**config.mk**
```make
export PLATFORM = sky130hd
export DESIGN_NAME = scp_class_map
export DESIGN_NICKNAME = d
export VERILOG_FILES = /design/src/rtl/core/size_class_stack_pool_defines.svh /design/src/rtl/core/scp_pkg.sv /design/src/rtl/core/scp_class_map.sv
export SDC_FILE = /design/constraint.sdc
export NUM_CORES = 1
export LEC_CHECK = 0
export BUFFER_PORTS_ARGS = -buffer_cell sky130_fd_sc_hd__buf_2
export CAP_MARGIN = 20
export CELL_PAD_IN_SITES_DETAIL_PLACEMENT = 0
export CELL_PAD_IN_SITES_GLOBAL_PLACEMENT = 1
export CORE_ASPECT_RATIO = 1.4
export CORE_MARGIN = 10
export CORE_UTILIZATION = 23
export DETAILED_ROUTE_END_ITERATION = 8
export PLACE_DENSITY_LB_ADDON = 0.1
export SLEW_MARGIN = 30
export SYNTH_ARGS = -nofsm -noshare
export SYNTH_HDL_FRONTEND = slang
export SYNTH_SLANG_ARGS = --single-unit
```
**constraint.sdc**
```tcl
create_clock -name vclk -period 3.2
set_input_delay 0 -clock vclk [all_inputs]
set_output_delay 0 -clock vclk [all_outputs]
set_load 0.005 [all_outputs]
```
**src/rtl/core/size_class_stack_pool_defines.svh**
```systemverilog
// Assertion macros shared by the stack pool RTL.
// Included by files that carry concurrent checks; no other dependencies.
// Checks compile away when SYNTHESIS is defined.
`ifndef SIZE_CLASS_STACK_POOL_DEFINES_SVH
`define SIZE_CLASS_STACK_POOL_DEFINES_SVH

`ifndef SYNTHESIS

`define SCP_ASSERT_IMPL(lbl, clk, rst, ante, cons) \
   lbl: assert property (@(posedge clk) disable iff (rst) (ante) |-> (cons)) \
      else $error("stack pool check failed");

`define SCP_ASSERT_NEXT(lbl, clk, rst, ante, cons) \
   lbl: assert property (@(posedge clk) disable iff (rst) (ante) |=> (cons)) \
      else $error("stack pool check failed");

`else

`define SCP_ASSERT_IMPL(lbl, clk, rst, ante, cons)

`define SCP_ASSERT_NEXT(lbl, clk, rst, ante, cons)

`endif

`endif

```
**src/rtl/core/scp_pkg.sv**
```systemverilog
// Shared constants, codes and types for the size-class stack pool.
// No dependencies; used by every module of the block.
package scp_pkg;

   localparam int NUM_CLASSES     = 6;
   localparam int CLASS_DEPTH     = 64;
   localparam int MIN_CLASS_BYTES = 2048;
   localparam int ADDR_BITS       = 48;

   localparam int SIZE_W      = 32;
   localparam int LIMIT_W     = 7;
   localparam int CLS_W       = $clog2(NUM_CLASSES + 1);
   localparam int CIDX_W      = (NUM_CLASSES > 1) ? $clog2(NUM_CLASSES) : 1;
   localparam int CNT_W       = $clog2(CLASS_DEPTH + 1);
   localparam int PTR_W       = (CLASS_DEPTH > 1) ? $clog2(CLASS_DEPTH) : 1;
   localparam int STORE_DEPTH = NUM_CLASSES * CLASS_DEPTH;
   localparam int STORE_AW    = (STORE_DEPTH > 1) ? $clog2(STORE_DEPTH) : 1;

   localparam logic [LIMIT_W-1:0] LIMIT_RESET = LIMIT_W'(64);

   typedef enum logic {
      OP_ALLOC = 1'b0,
      OP_FREE  = 1'b1
   } op_type;

   typedef enum logic [2:0] {
      OUT_POOLED        = 3'd0,
      OUT_NEW_CLASS     = 3'd1,
      OUT_OVERSIZE      = 3'd2,
      OUT_PUSHED        = 3'd3,
      OUT_RELEASED_FULL = 3'd4,
      OUT_RELEASED_OVER = 3'd5,
      OUT_IGNORED       = 3'd6
   } outcome_type;

   typedef struct packed {
      logic                 wr_en;
      logic                 rd_en;
      logic [STORE_AW-1:0]  addr;
      logic [ADDR_BITS-1:0] wdata;
   } store_req_type;

endpackage

```
**src/rtl/core/scp_class_map.sv**
```systemverilog
// Maps a byte size to its power-of-two size class and the class size in bytes.
// Depends on scp_pkg.
module scp_class_map (
   input  logic [scp_pkg::SIZE_W-1:0] size,
   output logic [scp_pkg::CLS_W-1:0]  size_class,
   output logic [scp_pkg::SIZE_W-1:0] class_bytes
);

   logic [63:0] bound;
   logic [63:0] cls_bytes64;

   // smallest class whose bound covers the size; independent compares, priority pick
   always_comb begin
      size_class  = scp_pkg::CLS_W'(scp_pkg::NUM_CLASSES);
      cls_bytes64 = '0;
      bound       = '0;
      for (int i = scp_pkg::NUM_CLASSES - 1; i >= 0; i--) begin
         bound = 64'(scp_pkg::MIN_CLASS_BYTES) << i;
         if ({32'd0, size} <= bound) begin
            size_class  = scp_pkg::CLS_W'(i);
            cls_bytes64 = bound;
         end
      end
   end

   assign class_bytes = cls_bytes64[scp_pkg::SIZE_W-1:0];

endmodule

```
==> impl_metrics.ini <==
[logic_synthesis]
synth_largest_area_cell = buf_4
ys_seq_area_share_pct = 0
syn-cell-area_um2 = 552
synth_area_leaders = buf_4, nor4_2, nor2b_1
yosys_warnings = 0
syn_area_per_cell_um2 = 7.26
synth_top_area_share_pct = 35.4
synthCells = 76
netlist-cell-type-count = 27

[worst_setup_path]
critPathArrivalTime_ps = 1740
cp-end-kind = primary output
crit_buf_inv = 2
cp_slowest_cell = or3_4
critPathMaxFanout = 5
crit_chain = buf_2, nor4_2, nand4_2, or3_4, or3_4, a211oi_2, buf_2
max_stage_delay_ps = 410
start_kind = primary input
critPathTopFamily = simple AND/OR/NAND/NOR gates
worst-setup-path-type = in -> out
cp.required_ps = 3200

[floorplanning]
row_count = 20
coreArea_um2 = 2230
ios = 67
dieArea_um2 = 4790
die_h_um = 78.0
die_x_um = 61.4
start_util_pct = 24.8

[layout]
ff_latch_area_um2 = 0
seq_cells = 0
fin_util_pct = 30.7
clock_buffers = 0
nets = 150
synthToLayoutAreaGrowth_pct = 23.8
diodes = 0
drive_gt1_share_pct = 44.8
stdcell_area_um2 = 683

[pwr]
powerDensity_nw_per_um2 = 74.6
clockPowerShare_pct = 0
vdd_drop_max_mv = 0.0280
p_leak_nw = 0.330
seqPwrFrac_pct = 0
power_switching_mw = 0.0294
combPwrFrac_pct = 100.0
p_int_mw = 0.0215
swShare_pct = 57.7

[timing]
post-route-period-util_pct = 54.4
setup_tns_ps = 0
fmax_mhz = 574
hold_viol_final = 0
rsz0062_at_grt = false
hold_slack_ps = 332
finalSetupViolCount = 0
maxSlewViolCount = 0
timing.final.crit_period_ps = 1740

[global_routing]
antenna_found_initial = 0
grt_max_degree = 9
grt-ovfl-total = 0
grtUsageMet2_pct = 13.6
grt_pass1_vias = 693
grt_usage_pct = 7.60
use_met1_pct = 7.78
grt-busiest-layer = met2
grt_pass1_wl_um = 3100
use_met3_pct = 4.40

[outcome]
status = finished, final reports clean

[detailed_routing]
wl_per_cell_um = 15.0
dr.pass1.iters = 4
drtIter0Drc = 11
vias_per_cell = 4.60
ant_nets = 0
drc = 0
num_vias = 635
wl_um = 2080

[clock_tree]
postCtsSetupBuffers = 0
hold_buffers = 0
post_cts_resized = 0

[job]
cap_viol_max_count = 0

[placement]
dp_hpwl_um = 1910
dpl_cell_area_um2 = 683
globalplace.congestion = 0.742
port-buffer-count = 41

[hold_path]
min_path_type = in -> out
## path summary, 6_finish.rpt
path / depth (start not counted) / end / startpoint
hold / removal: 3 / class_bytes[11] / size[12]
setup / recovery: 7 / class_bytes[11] / size[25]
## through the flow
stage          instances  worst slack [ps]  power (mW)
2_1_floorplan        101              1840      0.0426
3_3_place_gp         138              1450      0.0488
3_5_place_dp         138              1440      0.0493
4_1_cts              138              1420      0.0495
5_1_grt              138              1340      0.0576
6_report             138              1460      0.0510
## metal layers
| metal | up-vias | part of all wire, % |
|---|---|---|
| met2 | 50 | 45 |
| met3 | 0 | 21 |
| met1 | 274 | 34 |
| li1 | 311 | - |
| met4 | 0 | 0 |
| met5 | - | 0 |
## kinds of logic after synthesis
group | after synthesis | share of synthesized area [%]
AOI/OAI and AO/OA | 14 | 17.9
buffers and inverters | 27 | 36.1
and+or+nand+nor | 33 | 43.3
muxes | 1 | 2.04
other | 1 | 0.680
## Yosys cell counts, drive strengths merged
cell type and instances:
nor3 5, nand4 3, nand3 3, a21o 1
nor2b 4, buf 26, nand2b 1, o21ai 1
nand4b 1, conb 1, or3 5, a211oi 3
a31oi 1, nor3b 2, nand2 1, nor2 3
a31o 1, o21bai 1, o22ai 1, a21oi 4
inv 1, a221oi 1, mux2 1, nor4 5
## power groups by stage
stage          Clock [mW]  Sequential, mW  Combinational (mW)
2_1_floorplan           0               0              0.0426
3_3_place_gp            0               0              0.0488
3_5_place_dp            0               0              0.0493
4_1_cts                 0               0              0.0495
5_1_grt                 0               0              0.0576
6_report                0               0              0.0510
## placed cells by master (no fill, tap or decap), drive strengths merged
cell type / n
nor2b: 4
a21oi: 4
nor3b: 2
nand2: 1
a221oi: 1
conb: 26
nand3: 3
nor3: 5
a21o: 1
mux2: 1
a211oi: 3
o21ai: 1
nand4b: 1
nor4: 5
nand2b: 1
nand4: 3
or3: 5
a31o: 1
a31oi: 1
o21bai: 1
buf: 41
inv: 1
o22ai: 1
nor2: 3
## cell type report
type                       instances  area (µm²)
inverter                           1        3.75
multi-input combinational         74         447
timing repair buffer              41         205
fill                             255        1540
tap                               22        27.5
Power figures use the tool's default switching activity.
